--- src/rtl/ntbdf_pkg.sv ---
// Shared types and constants for the NTB16 receive deframer.
`timescale 1ns / 1ps
package ntbdf_pkg;

  localparam int SUM_W = 18;  // holds position + 8 + table bytes without wrap

  localparam logic [31:0] NTH_SIG = 32'h484D434E;
  localparam logic [31:0] NDP_SIG = 32'h304D434E;
  localparam int NTH_SIZE    = 12;
  localparam int NDP_SIZE    = 8;
  localparam int NDP_LEN_MIN = 16;
  localparam int ETH_HDR     = 14;
  localparam logic [14:0] MAX_BYTES_RST = 15'd16384;

  localparam logic CMD_LOAD = 1'b0;
  localparam logic CMD_PULL = 1'b1;
  localparam logic KIND_DGRAM = 1'b0;
  localparam logic KIND_END   = 1'b1;

  typedef enum logic [2:0] {
    ST_OK       = 3'd0,
    ST_SHORT    = 3'd1,
    ST_BAD_SIG  = 3'd2,
    ST_TOO_LONG = 3'd3,
    ST_BAD_NDP  = 3'd4,
    ST_NONE     = 3'd5
  } status_t;

  typedef enum logic [2:0] {
    A_ZERO, A_SIX, A_EIGHT, A_TEN, A_P, A_P4, A_P6, A_ENTRY
  } addr_sel_t;

  typedef struct packed {
    logic      load;
    logic      load_start;
    logic      load_wr;
    logic      set_addr;
    addr_sel_t addr_sel;
    logic      rd;
    logic      take_seq;
    logic      take_ndp;
    logic      take_wl;
    logic      ent_adv;
    logic      hop_next;
    logic      glitch_clr;
    logic      emit;
    logic      emit_kind;
    status_t   emit_status;
    logic      emit_gzero;
  } dp_cmd_t;

  typedef struct packed {
    logic bc_full;
    logic hdr_short;
    logic nth_sig_ok;
    logic ndp_sig_ok;
    logic blen_big;
    logic p_bad;
    logic wl_small;
    logic tbl_bad;
    logic x_done;
    logic ent_bad;
    logic link_end;
    logic out_free;
  } dp_sts_t;

endpackage

--- src/rtl/ntbdf_ctrl.sv ---
// Controller: block phase tracking and the header / NDP walk sequencer.
`timescale 1ns / 1ps
module ntbdf_ctrl (
  input  logic               clk,
  input  logic               rst,
  input  logic               in_valid,
  input  logic               in_cmd,
  input  logic               in_last,
  output logic               in_ready,
  input  ntbdf_pkg::dp_sts_t sts,
  output ntbdf_pkg::dp_cmd_t cmd
);
  import ntbdf_pkg::*;

  typedef enum logic [3:0] {
    S_IDLE, S_RD, S_RDW, H_SIG, H_BLEN, H_SEQ, H_NDP,
    N_CHK, N_WL, N_TBL, N_SIG, E_CHK, E_ENT, L_NEXT, S_EMIT
  } state_t;

  typedef enum logic [2:0] {
    PH_IDLE, PH_LOAD, PH_LOAD_OVF, PH_READY, PH_OVF, PH_WALK
  } phase_t;

  state_t  state, state_next, ret, ret_next;
  phase_t  phase, phase_next;
  logic [1:0] rcnt, rcnt_next;
  logic    e_kind, e_kind_next, e_fin, e_fin_next, e_gzero, e_gzero_next;
  status_t e_status, e_status_next;
  logic    starting, full;

  assign in_ready = state == S_IDLE;

  always_comb begin
    cmd           = '0;
    cmd.addr_sel  = A_ZERO;
    cmd.emit_status = ST_OK;
    state_next    = state;
    ret_next      = ret;
    phase_next    = phase;
    rcnt_next     = rcnt;
    e_kind_next   = e_kind;
    e_fin_next    = e_fin;
    e_gzero_next  = e_gzero;
    e_status_next = e_status;
    starting      = (phase != PH_LOAD) && (phase != PH_LOAD_OVF);
    full          = !starting && sts.bc_full;

    unique case (state)
      S_IDLE: begin
        if (in_valid && in_cmd == CMD_LOAD) begin
          cmd.load       = 1'b1;
          cmd.load_start = starting;
          cmd.load_wr    = !full;
          cmd.glitch_clr = starting;
          phase_next     = full ? PH_LOAD_OVF : (starting ? PH_LOAD : phase);
          if (in_last) begin
            phase_next = (phase_next == PH_LOAD_OVF) ? PH_OVF : PH_READY;
          end
        end else if (in_valid) begin
          unique case (phase)
            PH_READY: begin
              if (sts.hdr_short) begin
                {e_kind_next, e_status_next, e_fin_next, e_gzero_next} =
                  {KIND_END, ST_SHORT, 1'b1, 1'b0};
                state_next = S_EMIT;
              end else begin
                cmd.set_addr = 1'b1; cmd.addr_sel = A_ZERO;
                rcnt_next = 2'd3; ret_next = H_SIG; state_next = S_RD;
              end
            end
            PH_WALK: state_next = N_CHK;
            PH_OVF: begin
              {e_kind_next, e_status_next, e_fin_next, e_gzero_next} =
                {KIND_END, ST_NONE, 1'b1, 1'b1};
              state_next = S_EMIT;
            end
            default: begin
              {e_kind_next, e_status_next, e_fin_next, e_gzero_next} =
                {KIND_END, ST_NONE, 1'b0, 1'b1};
              state_next = S_EMIT;
            end
          endcase
        end
      end
      S_RD: begin
        cmd.rd    = 1'b1;
        rcnt_next = rcnt - 2'd1;
        if (rcnt == 2'd0) begin
          state_next = S_RDW;
        end
      end
      S_RDW: state_next = ret;
      H_SIG: begin
        if (!sts.nth_sig_ok) begin
          {e_kind_next, e_status_next, e_fin_next, e_gzero_next} =
            {KIND_END, ST_BAD_SIG, 1'b1, 1'b0};
          state_next = S_EMIT;
        end else begin
          cmd.set_addr = 1'b1; cmd.addr_sel = A_EIGHT;
          rcnt_next = 2'd1; ret_next = H_BLEN; state_next = S_RD;
        end
      end
      H_BLEN: begin
        if (sts.blen_big) begin
          {e_kind_next, e_status_next, e_fin_next, e_gzero_next} =
            {KIND_END, ST_TOO_LONG, 1'b1, 1'b0};
          state_next = S_EMIT;
        end else begin
          cmd.set_addr = 1'b1; cmd.addr_sel = A_SIX;
          rcnt_next = 2'd1; ret_next = H_SEQ; state_next = S_RD;
        end
      end
      H_SEQ: begin
        cmd.take_seq = 1'b1;
        cmd.set_addr = 1'b1; cmd.addr_sel = A_TEN;
        rcnt_next = 2'd1; ret_next = H_NDP; state_next = S_RD;
      end
      H_NDP: begin
        cmd.take_ndp = 1'b1;
        state_next   = N_CHK;
      end
      N_CHK: begin
        if (sts.p_bad) begin
          {e_kind_next, e_status_next, e_fin_next, e_gzero_next} =
            {KIND_END, ST_BAD_NDP, 1'b1, 1'b0};
          state_next = S_EMIT;
        end else begin
          cmd.set_addr = 1'b1; cmd.addr_sel = A_P4;
          rcnt_next = 2'd1; ret_next = N_WL; state_next = S_RD;
        end
      end
      N_WL: begin
        if (sts.wl_small) begin
          {e_kind_next, e_status_next, e_fin_next, e_gzero_next} =
            {KIND_END, ST_BAD_NDP, 1'b1, 1'b0};
          state_next = S_EMIT;
        end else begin
          cmd.take_wl = 1'b1;
          state_next  = N_TBL;
        end
      end
      N_TBL: begin
        if (sts.tbl_bad) begin
          {e_kind_next, e_status_next, e_fin_next, e_gzero_next} =
            {KIND_END, ST_BAD_NDP, 1'b1, 1'b0};
          state_next = S_EMIT;
        end else begin
          cmd.set_addr = 1'b1; cmd.addr_sel = A_P;
          rcnt_next = 2'd3; ret_next = N_SIG; state_next = S_RD;
        end
      end
      N_SIG: begin
        if (sts.ndp_sig_ok) begin
          state_next = E_CHK;
        end else begin
          cmd.set_addr = 1'b1; cmd.addr_sel = A_P6;
          rcnt_next = 2'd1; ret_next = L_NEXT; state_next = S_RD;
        end
      end
      E_CHK: begin
        cmd.set_addr = 1'b1;
        state_next   = S_RD;
        if (sts.x_done) begin
          cmd.addr_sel = A_P6; rcnt_next = 2'd1; ret_next = L_NEXT;
        end else begin
          cmd.addr_sel = A_ENTRY; rcnt_next = 2'd3; ret_next = E_ENT;
        end
      end
      E_ENT: begin
        if (sts.ent_bad) begin
          cmd.set_addr = 1'b1; cmd.addr_sel = A_P6;
          rcnt_next = 2'd1; ret_next = L_NEXT; state_next = S_RD;
        end else begin
          cmd.ent_adv = 1'b1;
          phase_next  = PH_WALK;
          {e_kind_next, e_status_next, e_fin_next, e_gzero_next} =
            {KIND_DGRAM, ST_OK, 1'b0, 1'b0};
          state_next = S_EMIT;
        end
      end
      L_NEXT: begin
        if (!sts.link_end) begin
          cmd.hop_next = 1'b1;
          state_next   = N_CHK;
        end else begin
          {e_kind_next, e_status_next, e_fin_next, e_gzero_next} =
            {KIND_END, ST_OK, 1'b1, 1'b0};
          state_next = S_EMIT;
        end
      end
      S_EMIT: begin
        if (sts.out_free) begin
          cmd.emit        = 1'b1;
          cmd.emit_kind   = e_kind;
          cmd.emit_status = e_status;
          cmd.emit_gzero  = e_gzero;
          if (e_fin) begin
            cmd.glitch_clr = 1'b1;
            phase_next     = PH_IDLE;
          end
          state_next = S_IDLE;
        end
      end
      default: state_next = S_IDLE;
    endcase
  end

  always_ff @(posedge clk) begin
    if (rst) begin
      state    <= S_IDLE;
      phase    <= PH_IDLE;
      ret      <= S_IDLE;
      rcnt     <= '0;
      e_kind   <= KIND_END;
      e_fin    <= 1'b0;
      e_gzero  <= 1'b0;
      e_status <= ST_OK;
    end else begin
      state    <= state_next;
      phase    <= phase_next;
      ret      <= ret_next;
      rcnt     <= rcnt_next;
      e_kind   <= e_kind_next;
      e_fin    <= e_fin_next;
      e_gzero  <= e_gzero_next;
      e_status <= e_status_next;
    end
  end

endmodule

--- config.mk ---
export PLATFORM = sky130hd
export DESIGN_NAME = ntbdf_ctrl
export DESIGN_NICKNAME = d
export VERILOG_FILES = /design/src/rtl/ntbdf_pkg.sv /design/src/rtl/ntbdf_ctrl.sv
export SDC_FILE = /design/constraint.sdc
export NUM_CORES = 1
export LEC_CHECK = 0
export ABC_CLOCK_PERIOD_IN_PS = 3100
export BUFFER_PORTS_ARGS = -buffer_cell sky130_fd_sc_hd__buf_4
export CORE_MARGIN = 5
export CORE_UTILIZATION = 51
export DETAILED_ROUTE_END_ITERATION = 16
export PLACE_DENSITY_LB_ADDON = 0.08
export SLEW_MARGIN = 15
export SYNTH_ARGS = -nofsm -noshare
export SYNTH_HDL_FRONTEND = slang
export SYNTH_SLANG_ARGS = --single-unit
--- constraint.sdc ---
create_clock -name clk -period 3.1 [get_ports clk]
set_clock_uncertainty 0.1 [all_clocks]
set_input_delay 0.31 -clock clk [delete_from_list [all_inputs] [get_ports clk]]
set_output_delay 0.31 -clock clk [all_outputs]
set_load 0.01 [all_outputs]
# [After elaboration in Yosys (flattened, before gate mapping)]
# Index checks and enable logic that the tools add are counted.
[word_totals] word_cells=185 out_inout_bits=21 input_bits=17 register_bits=19
[op_classes] add_sub_neg=1 muxes=115 n_reduce_logical=17 n_eq_ne=43 n_bitwise=1
[ops] cell="$mux W4" count=32
[ops] cell="$pmux W4 S9" count=2
[ops] cell="$mux W3" count=21
[ops] cell="$pmux W4 S14" count=1
[ops] cell="$ne A2 B2 Y1 const B" count=20
[ops] cell="$mux W1" count=34
[ops] cell="$eq A4 B4 Y1 const B" count=7
[ops] cell="$pmux W1 S8" count=3
[ops] cell="$pmux W3 S8" count=1
[ops] cell="$mux W2" count=11
[ops] cell="$reduce_and A11 Y1" count=2
[ops] cell="$pmux W2 S10" count=1
[ops] cell="$eq A4 B3 Y1 const B" count=4
[ops] cell="$reduce_and A12 Y1" count=1
[ops] cell="$reduce_bool A10 Y1" count=1
[ops] cell="$pmux W3 S3" count=1
[ops] cell="$reduce_bool A9 Y1" count=1
[ops] cell="$eq A4 B2 Y1 const B" count=2
[ops] cell="$pmux W4 S2" count=1
[ops] cell="$reduce_bool A8 Y1" count=1
[ops] cell="$mux W7" count=1
[ops] cell="$eq A3 B2 Y1 const B" count=2
[ops] cell="$eq A3 B3 Y1 const B" count=2
[ops] cell="$mux W6" count=1
[ops] cell="other kinds (18)" count=24

# [Depth between registers and ports, before layout]
[logic_depth] ltp_word=10 ltp_mapped=8 depth_no_buf=7

# [Worst setup path after synthesis]
# Ideal clock, no wire load.
[synth_path] kind="reg2out" from="reg state[1]" to="out cmd[0] in the netlist's numbering" t_arrival_ns=1.776 slack_ns=0.914 path_stages_with_launch=7 path_cell_list="dfxtp_1 -> buf_4 -> buf_2 -> buf_2 -> nand2_1 -> nor3_1 -> and2_1"
[synth_lines] element="start, declared" line_no="ntbdf_ctrl.sv:24" text="state_t state, state_next, ret, ret_next;"
[synth_lines] element="start signal, assigned" line_no="ntbdf_ctrl.sv:219" text="state <= state_next;"
[synth_lines] element="end, declared" line_no="ntbdf_ctrl.sv:11" text="output ntbdf_pkg::dp_cmd_t cmd"

==> summary.txt <==
Status
  – Status: complete, no violations

Synthesis
  – Seq/Total Area, Yosys: 23.07%
  – Syn_nets: ~240
  – Cell Area, Synth: 1649 sq um
  – Yosys warns: 0
  – Number of enable flip-flop cells after synthesis: 0
  – Primary FF master, synth: dfxtp_1
  – FF+latch count, synth: 19
  – Syn Inst Count: 225
  – Synth cell types: 62
  – Post-synthesis area per instance: 7.329 sq um
  – Ys async rst share: 0%

Routing
  – Via Count: 1,862
  – Routed wire length: 5.032 mm
  – Post-DR wirelength/cell: 16.61 um
  – Detailed-route vias per instance: between 6 and 7
  – Pre-antenna DRT Iters: 5
  – Antenna viol nets, final: 0
  – Drt drc: 0
  – Initial drt markers: 224

Job
  – Maxcap violations: 0

Place
  – Cell area after placement: 1966 sq um
  – PortBufs: 37
  – Final HPWL DP: 3.683 mm
  – Placer Congestion: 1.002

Timing
  – Worst-margin pin slew: approximately 0.75 ns
  – Fin crit share: around nine tenths
  – Sum Neg Setup Slack: 0 ns
  – Final Setup Violations: 0
  – Slew Limit Fails: 0
  – FMAX: approximately 350 MHz
  – Final Hold Vio Count: 0
  – Rel. slew slack: roughly 50%
  – RSZ-0062 raised after global routing: no
  – Final worst path period need: ~2.8 ns

Pwr
  – Tot Pwr: 0.001561 W
  – Peak supply drop: 0.0004495 V
  – Leak: 0.8116 nW
  – Switch Pwr: 0.0007525 W
  – Combinational share of power: 62.8%
  – Sw Share: around half
  – PwrDens: 783.0 nW/um^2
  – Clock power share: 8.9%
  – Pint: 0.0008081 W
  – Sequential power share: ~28%

Clock tree
  – Num CTS Buffers: 3
  – CTS Root Cell: clkbuf_4
  – CTS max path bufs: 2
  – Number of setup buffers added after CTS: 0
  – Worst-Skew Late Latency: 0.31 ns
  – Sink Count: 19
  – H-tree depth: 1
  – Hold_buf cts: 0
  – CTS tree: done
  – CTS clk-pin slew, worst paths: 0.13 ns

Die
  – Core Footprint: 3078 sq um
  – Die area: 4471 sq um
  – # rows: 20
  – Die Y: 66.87 um
  – Initial cell density of the core: around 54%
  – Chip width: 66.87 um
  – Ports: 38

Setup path
  – Critical path's slowest cell: dfxtp_1
  – Critical path's top delay family: compound AO/OA/AOI/OAI gates
  – Worst Path Max Fanout: 17
  – Worst Path Required: 2.69 ns
  – Crit-path max cell delay: 0.61 ns
  – CP cell instances: buf_4 > nor3b_1 > a22o_1 > a21boi_1 > and2_4 > inv_1 > buf_4
  – Crit end category: output port
  – Worst path bufs/invs: 3
  – Critical Path AT: 2.41 ns
  – CP startpoint kind: flip-flop
  – Crit path top cell by count: buf_4
  – WS Path Type: reg -> out

Cells and area
  – Layout area overhead: 20.86%
  – Share of cells above drive strength 1: a little under a quarter
  – Fillers: 303
  – Commonest non-fill, non-tap cell in the layout: buf_4
  – Finished Cell Area: 1993 sq um
  – Most frequent cells in the layout: buf_4 (46), nor2_1 (21), nand2_1 (18), dfxtp_1 (18), inv_1 (14)
  – # diodes: 0
  – NumNets Final: 278

Hold path
  – Worst hold-check path type: in -> reg

Global route
  – Vias in the first global route: 1,705
  – Grt ovf: 0
  – First-pass GRT wire length: 8.259 mm
  – Initial antenna violation count: 0
  – GRT Total Usage: 23.90%
  – Largest net degree at the start of global routing: 29
==> power by group through the flow <==
stage | Clock [W] | Combinational [W] | Sequential (W)
6_report | 0.000140 | 0.000980 | 0.000441
5_1_grt | 0.000150 | 0.00108 | 0.000457
4_1_cts | 0.000141 | 0.000966 | 0.000436
3_5_place_dp | 0 | 0.000961 | 0.000442
3_3_place_gp | 0 | 0.000958 | 0.000438
2_1_floorplan | 0 | 0.000767 | 0.000371
==> layout make-up <==
class	instances	area (sq um)	share of cell area, %
repair buffers	46	345.3	17.33
flip-flops and latches	19	381.6	19.15
clock buffers	4	26.28	1.318
inverters	17	65.06	3.264
multi-input cells	173	1120	56.18
well taps	44	55.05	2.762
==> final timing paths <==
path                     from           to  slack [ns]  depth (start not counted)
hold reg to reg   e_status[1]  e_status[1]        0.38                          2
hold / removal            rst      rcnt[1]        0.21                          2
setup reg to reg     state[1]      e_gzero        0.67                          6
setup / recovery     state[1]      cmd[16]        0.28                          7
==> logic make-up after synthesis <==
logic type,count (synthesis),synth area share [%]
compound gates,70,30.43
xor+xnor,3,1.594
fa+ha+maj,1,0.7586
buf+inv,33,9.028
flops,19,23.06
mux,2,1.366
simple gates,97,33.76
==> synthesized netlist by cell type (2+ instances only) <==
| cell type | count | area, sq um |
|---|---|---|
| a22oi_1 | 3 | 22.52 |
| and2_1 | 5 | 31.28 |
| clkinv_1 | 2 | 7.510 |
| clkbuf_2 | 2 | 10.01 |
| o211ai_1 | 2 | 15.01 |
| a31oi_1 | 5 | 31.28 |
| a21oi_1 | 13 | 65.06 |
| buf_2 | 5 | 25.02 |
| o22ai_1 | 4 | 25.02 |
| or4bb_1 | 2 | 22.52 |
| and3b_1 | 2 | 17.52 |
| xnor2_1 | 2 | 17.52 |
| nor2b_1 | 4 | 25.02 |
| a311oi_1 | 3 | 26.28 |
| nor3_1 | 11 | 55.05 |
| o21ai_0 | 9 | 45.04 |
| nand2b_1 | 8 | 50.05 |
| nor2_1 | 21 | 78.83 |
| a32oi_1 | 2 | 17.52 |
| dfxtp_1 | 19 | 380.4 |
| o31ai_1 | 2 | 15.01 |
| o32ai_1 | 2 | 17.52 |
| o21a_1 | 4 | 30.03 |
| a211oi_1 | 4 | 30.03 |
| clkbuf_1 | 6 | 22.52 |
| inv_1 | 14 | 52.55 |
| mux2_2 | 2 | 22.52 |
| a21o_1 | 3 | 22.52 |
| nand4_1 | 3 | 18.77 |
| nand2_1 | 18 | 67.56 |
| nand3b_1 | 3 | 22.52 |
| buf_4 | 2 | 15.01 |
| nand3_1 | 6 | 30.03 |
| o31a_1 | 2 | 17.52 |
| nor4_1 | 2 | 12.51 |
| or3_1 | 2 | 12.51 |
==> repair_timing <==
item | in CTS | in global routing
endpoints found under the setup margin | 0 | 1
resized for setup | 0 | 1
endpoints found under the hold margin | 0 | 0
==> layer usage <==
layer | track usage (%) | wire (um) | share of wire, %
met5 | 0 | 0 | 0
met4 | 7.089 | 46 | 0.91
met3 | 2.361 | 435 | 8.6
met2 | 35.52 | 2234 | 44
met1 | 35.88 | 2315 | 46
==> worst reg2reg max path: cells and delay by family (launching register included) <==
kind / cells / cell delay, ns
multiplexers: 1 / 0.40
buffers and inverters: 1 / 0.29
AND/OR/NAND/NOR: 3 / 0.73
AO/OA/AOI/OAI: 1 / 0.21
flip-flops: 1 / 0.61
==> sequential cells by signal, indices dropped and copies added (netlist names) <==
signal	cells
phase	3
e_status	3
ret	4
e_fin	1
e_kind	1
state	4
rcnt	2
e_gzero	1
==> per-stage QoR <==
stage | worst slack (ns) | std cells | util (%) | hold slack, ns
3_3_place_gp | 0.6151 | 299 | 63.86 | 0.3608
4_1_cts | 0.2157 | 303 | 64.72 | 0.2077
2_1_floorplan | 0.9141 | 225 | - | 0.3115
3_5_place_dp | 0.5785 | 299 | 63.86 | 0.3636
6_report | 0.2807 | 303 | 64.76 | 0.2110
5_1_grt | 0.09669 | 303 | 64.76 | 0.2214
Power figures use the tool's default switching activity.
